===== src/hdl/gbs_ram.sv =====
// Generic simple dual-port RAM, one write and one registered read port.
// No dependencies.
module gbs_ram #(
  parameter int unsigned WIDTH = 8,
  parameter int unsigned DEPTH = 16
) (
  input  logic                     clk_i,
  input  logic                     we_i,
  input  logic [$clog2(DEPTH)-1:0] waddr_i,
  input  logic [WIDTH-1:0]         wdata_i,
  input  logic                     re_i,
  input  logic [$clog2(DEPTH)-1:0] raddr_i,
  output logic [WIDTH-1:0]         rdata_o
);

  logic [WIDTH-1:0] mem_q [DEPTH];
  logic [WIDTH-1:0] rdata_q;

  always_ff @(posedge clk_i) begin
    if (we_i) begin
      mem_q[waddr_i] <= wdata_i;
    end
    if (re_i) begin
      rdata_q <= mem_q[raddr_i];
    end
  end

  assign rdata_o = rdata_q;

endmodule


===== config.mk =====
export PLATFORM = sky130hd
export DESIGN_NAME = gbs_ram
export DESIGN_NICKNAME = d
export VERILOG_FILES = /design/src/hdl/gbs_ram.sv
export SDC_FILE = /design/constraint.sdc
export NUM_CORES = 1
export LEC_CHECK = 0
export BUFFER_PORTS_ARGS = -buffer_cell sky130_fd_sc_hd__buf_4
export CELL_PAD_IN_SITES_DETAIL_PLACEMENT = 1
export CELL_PAD_IN_SITES_GLOBAL_PLACEMENT = 2
export CORE_MARGIN = 3
export CORE_UTILIZATION = 52
export DETAILED_ROUTE_END_ITERATION = 10
export GPL_TIMING_DRIVEN = 0
export PLACE_DENSITY = 0.86
export SLEW_MARGIN = 25
export SYNTH_ARGS = -nofsm -noshare
export SYNTH_HDL_FRONTEND = slang
export SYNTH_SLANG_ARGS = --single-unit

===== constraint.sdc =====
create_clock -name clk_i -period 4.15 [get_ports clk_i]
set_clock_uncertainty 0.1 [all_clocks]
set_input_delay 1.0375 -clock clk_i [delete_from_list [all_inputs] [get_ports clk_i]]
set_output_delay 1.0375 -clock clk_i [all_outputs]
set_load 0.005 [all_outputs]

==> results of run 1 <==
## worst register-to-register path, cell delays in order (launching register included)
cell                       delay, ps
sky130_fd_sc_hd__edfxtp_1        390
sky130_fd_sc_hd__mux4_1          590
sky130_fd_sc_hd__a22oi_1         330
sky130_fd_sc_hd__nand2_1         100
## through the flow
| stage | instance area (sq um) | instances | total power, mW | setup slack, ps |
|---|---|---|---|---|
| 2_1_floorplan | 5230 | 229 | 1.66 | 1520 |
| 3_3_place_gp | 5580 | 383 | 1.73 | 922 |
| 3_5_place_dp | 5600 | 383 | 1.74 | 1270 |
| 4_1_cts | 6190 | 414 | 3.24 | 1810 |
| 6_report | 6190 | 414 | 3.22 | 1790 |
| 5_1_grt | 6190 | 414 | 3.32 | 1730 |
## power by group through the flow
stage	Clock, mW	Combinational, mW	Sequential (mW)
floorplan	0	0.0781	1.58
global placement	0	0.149	1.58
detailed placement	0	0.159	1.59
CTS	1.52	0.159	1.56
global route	1.59	0.170	1.56
finish	1.50	0.158	1.56
## sequential cells by signal, indices dropped and copies added (netlist names)
name     count
mem_q      128
rdata_o      8
## kinds of logic (layout without fill, tap and decap cells)
kind of cell	Yosys count	count (layout)	share of synthesized area (%)
buffers and inverters	10	66	1.65
flip-flops	136	136	78.1
multiplexers	32	32	14.8
AND/OR/NAND/NOR	35	35	3.14
AO/OA/AOI/OAI	16	16	2.30
## layout by cell type (no fill, tap or decap)
master                            instances
sky130_fd_sc_hd__edfxtp_1               136
sky130_fd_sc_hd__buf_4                   26
sky130_fd_sc_hd__mux4_2                  18
sky130_fd_sc_hd__a22oi_1                 16
sky130_fd_sc_hd__clkbuf_16               16
sky130_fd_sc_hd__mux4_1                  14
sky130_fd_sc_hd__nor2_1                  13
sky130_fd_sc_hd__nand2_1                  9
sky130_fd_sc_hd__nor3_2                   4
sky130_fd_sc_hd__buf_6                    3
sky130_fd_sc_hd__buf_2                    3
sky130_fd_sc_hd__clkdlybuf4s25_2          3
sky130_fd_sc_hd__clkinvlp_4               3
sky130_fd_sc_hd__bufinv_16                3
sky130_fd_sc_hd__clkinv_4                 3
sky130_fd_sc_hd__inv_6                    3
sky130_fd_sc_hd__nand3b_1                 2
sky130_fd_sc_hd__nand2b_1                 2
sky130_fd_sc_hd__clkinv_2                 2
sky130_fd_sc_hd__nor2b_1                  1
sky130_fd_sc_hd__and2_1                   1
sky130_fd_sc_hd__and2b_1                  1
sky130_fd_sc_hd__nand3_1                  1
sky130_fd_sc_hd__or3b_2                   1
sky130_fd_sc_hd__clkbuf_8                 1
## final timing paths
path	start	end	slack [ps]	cells past startpoint
worst max-delay path	waddr_i[2]	mem_q[3][1]$_DFFE_PP_	1790	3
worst min-delay path	mem_q[11][2]$_DFFE_PP_	rdata_o[2]$_DFFE_PP_	690	3
worst max register to register	mem_q[5][2]$_DFFE_PP_	rdata_o[2]$_DFFE_PP_	2390	3
worst min register to register	mem_q[11][2]$_DFFE_PP_	rdata_o[2]$_DFFE_PP_	690	3
## area by class of cell
class                           instances  area share, %
Multi-Input combinational cell         83           17.4
Clock buffer                           17           6.69
Buffer                                 10           1.40
Sequential cell                       136           66.0
Tap cell                              129           2.61
Clock inverter                         14           2.83
Timing Repair Buffer                   25           3.03
## routing by layer
| metal | track usage, % | wire length (um) | vias up |
|---|---|---|---|
| li1 | - | - | 1069 |
| met1 | 30.8 | 4660 | 1327 |
| met2 | 34.3 | 5730 | 99 |
| met3 | 6.25 | 695 | 21 |
| met4 | 8.14 | 270 | 0 |
| met5 | 0 | 0 | - |
==> qor.json, run 1 <==
{
  "worst-endpoint-arrival": {"value": 2400, "unit": "ps"},
  "layout-drive-gt1-share": {"value": 31.2, "unit": "%"},
  "post_synth.cell_area_avg": {"value": 22.8, "unit": "sq um"},
  "power_density": {"value": 520, "unit": "nW/um^2"},
  "ant_nets": {"value": 0},
  "dieArea": {"value": 11300, "unit": "sq um"},
  "area_growth_from_synthesis_to_layout": {"value": 18.3, "unit": "%"},
  "critPathBufInv": {"value": 1},
  "cts_resized": {"value": 0},
  "cp-start-kind": {"value": "input port"},
  "placeableCoreArea": {"value": 9500, "unit": "sq um"},
  "grt_antenna_before_repair": {"value": 0},
  "cts-htree-levels": {"value": 4},
  "achievable-frequency": {"value": 424, "unit": "MHz"},
  "post_drt_via_cell_ratio": {"value": 6.08},
  "number_of_clock_buffers_inserted_by_tritoncts": {"value": 17},
  "outcome": {"value": "completed"},
  "endpoint_kind": {"value": "flop"},
  "yosys.area.top_type_share": {"value": 78.1, "unit": "%"},
  "synthesis_stage_register_bit_count": {"value": 136},
  "num-fill-cells": {"value": 785},
  "min_cycle_time_layout": {"value": 2360, "unit": "ps"},
  "slowest_delay": {"value": 680, "unit": "ps"},
  "post_synth_instance_area": {"value": 5230, "unit": "sq um"},
  "max_cap_violations": {"value": 0},
  "grt_use_total": {"value": 22.3, "unit": "%"},
  "clock_path_buffers": {"value": 2},
  "timing.final.crit_share": {"value": 56.8, "unit": "%"},
  "slew_viol_final": {"value": 0},
  "final.setup.tns": {"value": 0, "unit": "ps"},
  "drt-wirelength-per-cell": {"value": 27.4, "unit": "um"},
  "postRouteWirelength": {"value": 11.4, "unit": "mm"},
  "cts_tree": {"value": "built"},
  "ioPinCount": {"value": 27},
  "drt-initial-drc-count": {"value": 288},
  "synth.net_count": {"value": 248},
  "grt_pass1_vias": {"value": 2679},
  "die-width": {"value": 106, "unit": "um"},
  "rows": {"value": 35},
  "ir_drop": {"value": 0.314, "unit": "mV"},
  "cpMaxStageDelayCell": {"value": "sky130_fd_sc_hd__nor2_1"},
  "synthesis.yosys.warnings": {"value": 0},
  "grt_residual_overflow": {"value": 0},
  "drcViolationCount": {"value": 0},
  "cellLeakagePower": {"value": 2.06, "unit": "nW"},
  "slew_headroom": {"value": 43.3, "unit": "%"},
  "area_of_the_multi_input_gates": {"value": 1080, "unit": "sq um"},
  "worst_slew_pin_slew": {"value": 847, "unit": "ps"},
  "netlist-cell-type-count": {"value": 18},
  "antenna_cells": {"value": 0},
  "route.vias.total": {"value": 2516},
  "cts.clk_slew.worst_paths": {"value": 60, "unit": "ps"},
  "synth_top_flop_cell": {"value": "sky130_fd_sc_hd__edfxtp_1"},
  "grt_first_pass_wirelength": {"value": 17.3, "unit": "mm"},
  "clock_insertion_delay_worst_skew": {"value": 520, "unit": "ps"},
  "asyncSetResetFlopFracSynth": {"value": 0, "unit": "%"},
  "grt_max_degree": {"value": 17},
  "hpwl": {"value": 7.12, "unit": "mm"},
  "final_core_utilization": {"value": 65.1, "unit": "%"},
  "worstPathCellList": {"value": "buf_4, or3b_2, nor2_1"},
  "placement.io_buffers": {"value": 25},
  "critPathMaxFanout": {"value": 8},
  "post_cts_buffers": {"value": 0},
  "synthDominantAreaCellType": {"value": "sky130_fd_sc_hd__edfxtp_1"},
  "holdBufCountCts": {"value": 0},
  "drt_pre_antenna_iters": {"value": 5},
  "power_frac_clock": {"value": 46.7, "unit": "%"},
  "final.hold.worst_slack": {"value": 689, "unit": "ps"},
  "num-nets-final": {"value": 292},
  "setup_repair_after_global_routing_missed_its_margin": {"value": "false"},
  "seq_area": {"value": 4080, "unit": "sq um"},
  "power.internal": {"value": 2.53, "unit": "mW"},
  "gp_congestion": {"value": 0.741},
  "die_height": {"value": 106, "unit": "um"},
  "edff_count_synth": {"value": 136},
  "critical-path-top-delay-family": {"value": "simple AND/OR/NAND/NOR gates"},
  "pwr-share-comb": {"value": 4.9, "unit": "%"},
  "report.final.setup_viol": {"value": 0},
  "relative_contribution_of_sequential_cells_to_total_power": {"value": 48.4, "unit": "%"},
  "synth.top_cells.by_area": {"value": "sky130_fd_sc_hd__edfxtp_1, sky130_fd_sc_hd__mux4_2, sky130_fd_sc_hd__mux4_1"},
  "crit_required": {"value": 4190, "unit": "ps"},
  "sw_frac_of_total": {"value": 21.2, "unit": "%"},
  "synth.cells.most_frequent": {"value": "sky130_fd_sc_hd__edfxtp_1, sky130_fd_sc_hd__mux4_2, sky130_fd_sc_hd__a22oi_1, sky130_fd_sc_hd__mux4_1, sky130_fd_sc_hd__nor2_1"},
  "postSynthCellCount": {"value": 229},
  "hold_path.class": {"value": "reg2reg"},
  "switchingPower": {"value": 683, "unit": "uW"},
  "yosysSeqAreaShare": {"value": 78.1, "unit": "%"},
  "cts_num_sinks": {"value": 136},
  "timing.setup.critical_path_class": {"value": "in2reg"},
  "timing_hold_violations_final": {"value": 0},
  "synthMostInstantiatedCell": {"value": "sky130_fd_sc_hd__edfxtp_1"},
  "initial_cell_density_of_the_core": {"value": 55.0, "unit": "%"},
  "cts-root-buf": {"value": "sky130_fd_sc_hd__clkbuf_8"}
}
(Power assumes the default switching activity.)
==> run 2, diff against run 1 <==
--- a/config.mk
+++ b/config.mk
@@ -9,10 +9,10 @@
 export CELL_PAD_IN_SITES_DETAIL_PLACEMENT = 1
 export CELL_PAD_IN_SITES_GLOBAL_PLACEMENT = 2
 export CORE_MARGIN = 3
-export CORE_UTILIZATION = 52
+export CORE_UTILIZATION = 48
 export DETAILED_ROUTE_END_ITERATION = 10
 export GPL_TIMING_DRIVEN = 0
-export PLACE_DENSITY = 0.86
+export PLACE_DENSITY = 0.8
 export SLEW_MARGIN = 25
 export SYNTH_ARGS = -nofsm -noshare
 export SYNTH_HDL_FRONTEND = slang
==> constraint.sdc (replaced) <==
create_clock -name clk_i -period 2.5 [get_ports clk_i]
set_clock_uncertainty 0.1 [all_clocks]
set_input_delay 0.625 -clock clk_i [delete_from_list [all_inputs] [get_ports clk_i]]
set_output_delay 0.625 -clock clk_i [all_outputs]
set_load 0.005 [all_outputs]
==> qor.json, run 2 (same netlist as run 1, synthesis figures left out) <==
{
  "initial_cell_density_of_the_core": {"value": 50.0, "unit": "%", "change": "-5.0 points"},
  "drt-wirelength-per-cell": {"value": 26.6, "unit": "um", "change": "-3.0%"},
  "clock_insertion_delay_worst_skew": {"value": 520, "unit": "ps", "change": "about the same"},
  "grt_max_degree": {"value": 17, "change": "unchanged"},
  "endpoint_kind": {"value": "flop"},
  "area_growth_from_synthesis_to_layout": {"value": 18.8, "unit": "%"},
  "min_cycle_time_layout": {"value": 1940, "unit": "ps"},
  "postLayoutCellArea": {"value": 6210, "unit": "sq um", "change": "+0.42%"},
  "worst-endpoint-arrival": {"value": 1980, "unit": "ps", "change": "-420 ps"},
  "cts_tree": {"value": "built"},
  "report.final.setup_viol": {"value": 0, "change": "unchanged"},
  "final.setup.tns": {"value": 0, "unit": "ps", "change": "unchanged"},
  "placement.io_buffers": {"value": 25, "change": "unchanged"},
  "route.vias.total": {"value": 2482, "change": "-1.4%"},
  "reg_with_most_ffs": {"value": "mem_q"},
  "num-fill-cells": {"value": 918, "change": "+17%"},
  "crit_required": {"value": 2540, "unit": "ps", "change": "-1650 ps"},
  "cts_resized": {"value": 0, "change": "unchanged"},
  "timing.final.crit_share": {"value": 77.5, "unit": "%"},
  "rows": {"value": 37, "change": "+5.7%"},
  "slowest_delay": {"value": 670, "unit": "ps", "change": "about the same"},
  "achievable-frequency": {"value": 516, "unit": "MHz"},
  "dp_cells": {"value": 390, "change": "+1.8%"},
  "cts.clk_slew.worst_paths": {"value": 60, "unit": "ps", "change": "about the same"},
  "clock_path_buffers": {"value": 2, "change": "unchanged"},
  "post_cts_buffers": {"value": 0, "change": "unchanged"},
  "max_cap_violations": {"value": 0, "change": "unchanged"},
  "cts_num_sinks": {"value": 136, "change": "unchanged"},
  "most_frequent_cells_in_the_layout": {"value": "sky130_fd_sc_hd__edfxtp_1, sky130_fd_sc_hd__buf_4, sky130_fd_sc_hd__mux4_2, sky130_fd_sc_hd__a22oi_1, sky130_fd_sc_hd__clkbuf_16"},
  "ant_nets": {"value": 0, "change": "unchanged"},
  "detailed_place.area": {"value": 5610, "unit": "sq um", "change": "+0.16%"},
  "most_common_cell_after_layout_fill_and_taps_aside": {"value": "sky130_fd_sc_hd__edfxtp_1"},
  "hpwl": {"value": 7.02, "unit": "mm", "change": "-1.4%"},
  "grt_pass1_vias": {"value": 2666, "change": "-0.49%"},
  "post_drt_via_cell_ratio": {"value": 5.88, "change": "-3.2%"},
  "drcViolationCount": {"value": 0, "change": "unchanged"},
  "outcome": {"value": "completed"},
  "num-nets-final": {"value": 292, "change": "unchanged"},
  "dieArea": {"value": 12200, "unit": "sq um", "change": "+7.9%"},
  "cellLeakagePower": {"value": 2.08, "unit": "nW", "change": "+0.85%"},
  "post_layout_nonfiller_instances": {"value": 422, "change": "+1.9%"},
  "critPathMaxFanout": {"value": 8, "change": "unchanged"},
  "drt-initial-drc-count": {"value": 228, "change": "-21%"},
  "timing.setup.critical_path_class": {"value": "in2reg"},
  "cp-start-kind": {"value": "input port"},
  "largest_register_ff_count": {"value": 128, "change": "unchanged"},
  "die-width": {"value": 110, "unit": "um", "change": "+3.9%"},
  "worstPathCellList": {"value": "buf_4, or3b_2, nor2_1"},
  "gp_congestion": {"value": 0.733, "change": "-1.2%"},
  "grt_first_pass_wirelength": {"value": 17.1, "unit": "mm", "change": "-1.2%"},
  "drt_pre_antenna_iters": {"value": 4, "change": "-1"},
  "critical-path-top-delay-family": {"value": "simple AND/OR/NAND/NOR gates"},
  "worst_slew_pin_slew": {"value": 840, "unit": "ps", "change": "-7.44 ps"},
  "cts-root-buf": {"value": "sky130_fd_sc_hd__clkbuf_8"},
  "cts-htree-levels": {"value": 4, "change": "unchanged"},
  "critPathBufInv": {"value": 1, "change": "unchanged"},
  "placeableCoreArea": {"value": 10500, "unit": "sq um", "change": "+10%"},
  "holdBufCountCts": {"value": 0, "change": "unchanged"},
  "number_of_clock_buffers_inserted_by_tritoncts": {"value": 17, "change": "unchanged"},
  "grt_use_total": {"value": 20.9, "unit": "%", "change": "-1.3 points"},
  "grt_antenna_before_repair": {"value": 0, "change": "unchanged"},
  "antenna_cells": {"value": 0, "change": "unchanged"},
  "final_core_utilization": {"value": 59.4, "unit": "%", "change": "-5.7 points"},
  "setup_repair_after_global_routing_missed_its_margin": {"value": "false"},
  "grt_residual_overflow": {"value": 0, "change": "unchanged"},
  "timing_hold_violations_final": {"value": 0, "change": "unchanged"},
  "hold_path.class": {"value": "in2reg"},
  "postRouteWirelength": {"value": 11.2, "unit": "mm", "change": "-1.1%"},
  "die_height": {"value": 110, "unit": "um", "change": "+3.9%"},
  "layout-drive-gt1-share": {"value": 29.4, "unit": "%", "change": "-1.9 points"},
  "ir_drop": {"value": 0.441, "unit": "mV", "change": "+40%"},
  "ioPinCount": {"value": 27, "change": "unchanged"},
  "slew_viol_final": {"value": 0, "change": "unchanged"},
  "slew_headroom": {"value": 43.8, "unit": "%", "change": "+0.50 points"},
  "cpMaxStageDelayCell": {"value": "sky130_fd_sc_hd__nor2_1"},
  "power_density": {"value": 871, "unit": "nW/um^2", "change": "+68%"}
}
-- run 2: cell type report --
cell class,instances,area (sq um),share of cell area [%]
sequential,136,4080,65.7
multi-input combinational,83,1080,17.3
clock buffer,21,429,6.91
timing repair buffer,25,188,3.02
clock inverter,11,178,2.86
tap,136,170,2.74
buffer,10,86.3,1.39
-- run 2: routing by layer --
| layer | part of all wire, % | up-vias | GRT usage, % | routed length, um |
|---|---|---|---|---|
| li1 | - | 1068 | - | - |
| met1 | 42 | 1314 | 28.9 | 4770 |
| met2 | 51 | 93 | 33.2 | 5750 |
| met3 | 5.6 | 7 | 5.42 | 627 |
| met4 | 0.79 | 0 | 6.33 | 89 |
| met5 | 0 | - | 0 | 0 |
-- run 2: power breakdown --
| group | internal, mW | total [mW] | switching, mW |
|---|---|---|---|
| Sequential | 2.57 | 2.58 | 0.0139 |
| Clock | 1.71 | 2.57 | 0.864 |
| Combinational | 0.113 | 0.259 | 0.146 |
| Total | 4.39 | 5.41 | 1.02 |
-- run 2: metrics by stage --
stage               total power [mW]  hold WS, ps  worst slack [ps]
floorplan                       2.76          605               282
global placement                2.87          638              -316
detailed placement              2.89          659              37.4
CTS                             5.46          257               582
global route                    5.59          270               503
finish                          5.41          283               563
-- run 2: final timing paths --
kind,start,endpoint,slack (ps),cells after the start
max,waddr_i[2],mem_q[3][2]$_DFFE_PP_,560,3
min,re_i,rdata_o[2]$_DFFE_PP_,280,1
max reg2reg,mem_q[5][1]$_DFFE_PP_,rdata_o[1]$_DFFE_PP_,790,3
min reg2reg,mem_q[8][1]$_DFFE_PP_,rdata_o[1]$_DFFE_PP_,670,3
==> run 3, diff against run 2 <==
--- a/config.mk
+++ b/config.mk
@@ -9,10 +9,10 @@
 export CELL_PAD_IN_SITES_DETAIL_PLACEMENT = 1
 export CELL_PAD_IN_SITES_GLOBAL_PLACEMENT = 2
 export CORE_MARGIN = 3
-export CORE_UTILIZATION = 48
+export CORE_UTILIZATION = 43
 export DETAILED_ROUTE_END_ITERATION = 10
 export GPL_TIMING_DRIVEN = 0
-export PLACE_DENSITY = 0.8
+export PLACE_DENSITY = 0.76
 export SLEW_MARGIN = 25
 export SYNTH_ARGS = -nofsm -noshare
 export SYNTH_HDL_FRONTEND = slang
==> constraint.sdc (replaced) <==
create_clock -name clk_i -period 1.6 [get_ports clk_i]
set_clock_uncertainty 0.1 [all_clocks]
set_input_delay 0.4 -clock clk_i [delete_from_list [all_inputs] [get_ports clk_i]]
set_output_delay 0.4 -clock clk_i [all_outputs]
set_load 0.005 [all_outputs]
==> qor.json, run 3 (same netlist as run 1, synthesis figures left out) <==
{
  "timing.reg2reg.worst_path_depth": {"value": 3, "change": "unchanged"},
  "dieArea": {"value": 13500, "unit": "sq um", "change": "+11%"},
  "hold_path_cell_cnt": {"value": 1, "change": "unchanged"},
  "reg_with_most_ffs": {"value": "mem_q"},
  "timing.setup.critical_path_class": {"value": "reg2reg"},
  "grt_antenna_before_repair": {"value": 0, "change": "unchanged"},
  "die-width": {"value": 116, "unit": "um", "change": "+5.3%"},
  "postRouteWirelength": {"value": 11.4, "unit": "mm", "change": "+1.9%"},
  "power_frac_clock": {"value": 50.9, "unit": "%", "change": "+3.4 points"},
  "crit_start": {"value": "mem_q[0][0]$_DFFE_PP_"},
  "drcViolationCount": {"value": 0, "change": "unchanged"},
  "worst-endpoint-arrival": {"value": 1640, "unit": "ps", "change": "-340 ps"},
  "relative_contribution_of_sequential_cells_to_total_power": {"value": 44.2, "unit": "%", "change": "-3.6 points"},
  "cts-htree-levels": {"value": 4, "change": "unchanged"},
  "timing.reg2reg.setup_slack": {"value": 10, "unit": "ps", "change": "-780 ps"},
  "ir_drop": {"value": 0.710, "unit": "mV", "change": "+61%"},
  "cellLeakagePower": {"value": 2.08, "unit": "nW", "change": "+0.11%"},
  "timing_hold_violations_final": {"value": 0, "change": "unchanged"},
  "outcome": {"value": "completed"},
  "cts_num_sinks": {"value": 136, "change": "unchanged"},
  "pwr-share-comb": {"value": 4.8, "unit": "%", "change": "about the same"},
  "ant_nets": {"value": 0, "change": "unchanged"},
  "hpwl": {"value": 6.89, "unit": "mm", "change": "-1.8%"},
  "crit_required": {"value": 1650, "unit": "ps", "change": "-890 ps"},
  "final.hold.worst_slack": {"value": 162, "unit": "ps", "change": "-120 ps"},
  "grt_first_pass_wirelength": {"value": 17.2, "unit": "mm", "change": "+0.68%"},
  "rr_endpoint": {"value": "rdata_o[0]$_DFFE_PP_"},
  "post_drt_via_cell_ratio": {"value": 5.72, "change": "-2.8%"},
  "switchingPower": {"value": 1.70, "unit": "mW", "change": "+66%"},
  "initial_cell_density_of_the_core": {"value": 44.8, "unit": "%", "change": "-5.1 points"},
  "achievable-frequency": {"value": 629, "unit": "MHz"},
  "power.total": {"value": 9.13, "unit": "mW", "change": "+69%"},
  "slew_viol_final": {"value": 0, "change": "unchanged"},
  "sw_frac_of_total": {"value": 18.6, "unit": "%", "change": "-0.31 points"},
  "hold_path_end": {"value": "rdata_o[5]$_DFFE_PP_"},
  "final_core_utilization": {"value": 54.5, "unit": "%", "change": "-4.9 points"},
  "worstHoldStart": {"value": "re_i"},
  "grt_pass1_vias": {"value": 2691, "change": "+0.94%"},
  "antenna_cells": {"value": 0, "change": "unchanged"},
  "placement.io_buffers": {"value": 25, "change": "unchanged"},
  "cp-start-kind": {"value": "flop"},
  "worst_slew_pin_slew": {"value": 827, "unit": "ps", "change": "-12.9 ps"},
  "cts.clk_slew.worst_paths": {"value": 60, "unit": "ps", "change": "about the same"},
  "grt_max_degree": {"value": 17, "change": "unchanged"},
  "power.internal": {"value": 7.43, "unit": "mW", "change": "+69%"},
  "ioPinCount": {"value": 27, "change": "unchanged"},
  "drt-initial-drc-count": {"value": 164, "change": "-28%"},
  "area_growth_from_synthesis_to_layout": {"value": 21.6, "unit": "%"},
  "power_density": {"value": 1440, "unit": "nW/um^2", "change": "+65%"},
  "rows": {"value": 39, "change": "+5.4%"},
  "drt_pre_antenna_iters": {"value": 4, "change": "unchanged"},
  "cts_tree": {"value": "built"},
  "report.final.setup_viol": {"value": 0, "change": "unchanged"},
  "layout-drive-gt1-share": {"value": 40.2, "unit": "%", "change": "+11 points"},
  "setup_repair_after_global_routing_missed_its_margin": {"value": "true"},
  "max_cap_violations": {"value": 0, "change": "unchanged"},
  "slew_headroom": {"value": 44.7, "unit": "%", "change": "+0.86 points"},
  "num-nets-final": {"value": 292, "change": "unchanged"},
  "hold_path.class": {"value": "in2reg"},
  "clock_path_buffers": {"value": 2, "change": "unchanged"},
  "largest_register_ff_count": {"value": 128, "change": "unchanged"},
  "grt_residual_overflow": {"value": 0, "change": "unchanged"},
  "route.vias.total": {"value": 2453, "change": "-1.2%"},
  "number_of_clock_buffers_inserted_by_tritoncts": {"value": 17, "change": "unchanged"},
  "post_cts_buffers": {"value": 0, "change": "unchanged"},
  "most_common_cell_after_layout_fill_and_taps_aside": {"value": "sky130_fd_sc_hd__edfxtp_1"},
  "endpoint_kind": {"value": "flop"},
  "drt-wirelength-per-cell": {"value": 26.7, "unit": "um", "change": "+0.21%"},
  "worstReg2RegStart": {"value": "mem_q[0][0]$_DFFE_PP_"},
  "placeableCoreArea": {"value": 11700, "unit": "sq um", "change": "+11%"},
  "timing.final.crit_share": {"value": 99.3, "unit": "%"},
  "most_frequent_cells_in_the_layout": {"value": "sky130_fd_sc_hd__edfxtp_1, sky130_fd_sc_hd__mux4_2, sky130_fd_sc_hd__buf_4, sky130_fd_sc_hd__clkbuf_16"},
  "cts-root-buf": {"value": "sky130_fd_sc_hd__clkbuf_16"},
  "die_height": {"value": 116, "unit": "um", "change": "+5.3%"},
  "min_cycle_time_layout": {"value": 1590, "unit": "ps"},
  "clock_insertion_delay_worst_skew": {"value": 420, "unit": "ps", "change": "-100 ps"},
  "gp_congestion": {"value": 0.735, "change": "+0.35%"},
  "grt_use_total": {"value": 18.8, "unit": "%", "change": "-2.2 points"},
  "critPathMaxFanout": {"value": 1, "change": "-7"}
}
[run 3: routing by layer]
metal,up-vias,GRT usage [%],wire (um)
met5,-,0,0
met3,9,4.77,569
met4,0,6.26,120
met1,1307,25.3,4750
li1,1060,-,-
met2,77,30.2,6000
[run 3: per-stage QoR]
step	worst slack (ps)	TNS, ps	cells	instance area (sq um)
after floorplan	-100	-816	229	5250
after global placement	-403	-38820	397	5620
after detailed placement	-427	-40690	397	5620
after CTS	-24.7	-25.1	429	6340
after global routing	-31.0	-237	429	6360
final	10.7	0	429	6360
[run 3: how the worst max path moves through the flow]
stage / end / slack, ps
5_1_grt: mem_q[8][5]$_DFFE_PP_ / -30
3_3_place_gp: rdata_o[0]$_DFFE_PP_ / -400
6_report: rdata_o[0]$_DFFE_PP_ / 10
2_1_floorplan: rdata_o[1]$_DFFE_PP_ / -100
4_1_cts: rdata_o[0]$_DFFE_PP_ / -20
3_5_place_dp: rdata_o[0]$_DFFE_PP_ / -430
[run 3: area by class of cell]
type / instances / area (sq um)
repair buffers: 25 / 188
well taps: 143 / 179
multi-input cells: 83 / 1080
flip-flops and latches: 136 / 4080
clock buffers: 17 / 425
plain buffers: 10 / 120
clock inverters: 15 / 279
fillers: 980 / 5310
[run 3: what timing repair did]
action                                 in CTS  in global routing
setup endpoints to repair                   4                 21
hold buffers                                0                  0
pin swaps                                   1                  2
gates resized for setup                     4                  6
endpoints found under the hold margin       0                  0
[run 3: worst max-delay path: stages, from the launching register on]
cell and delay [ps]:
sky130_fd_sc_hd__edfxtp_1 380, sky130_fd_sc_hd__mux4_2 470, sky130_fd_sc_hd__a22oi_2 270, sky130_fd_sc_hd__nand2_1 100
[run 3: power by group through the flow]
| stage | registers (mW) | clock network, mW | logic, mW |
|---|---|---|---|
| 2_1_floorplan | 4.11 | 0 | 0.224 |
| 3_3_place_gp | 4.10 | 0 | 0.414 |
| 3_5_place_dp | 4.11 | 0 | 0.429 |
| 4_1_cts | 4.04 | 4.69 | 0.443 |
| 5_1_grt | 4.04 | 4.88 | 0.478 |
| 6_report | 4.04 | 4.65 | 0.443 |
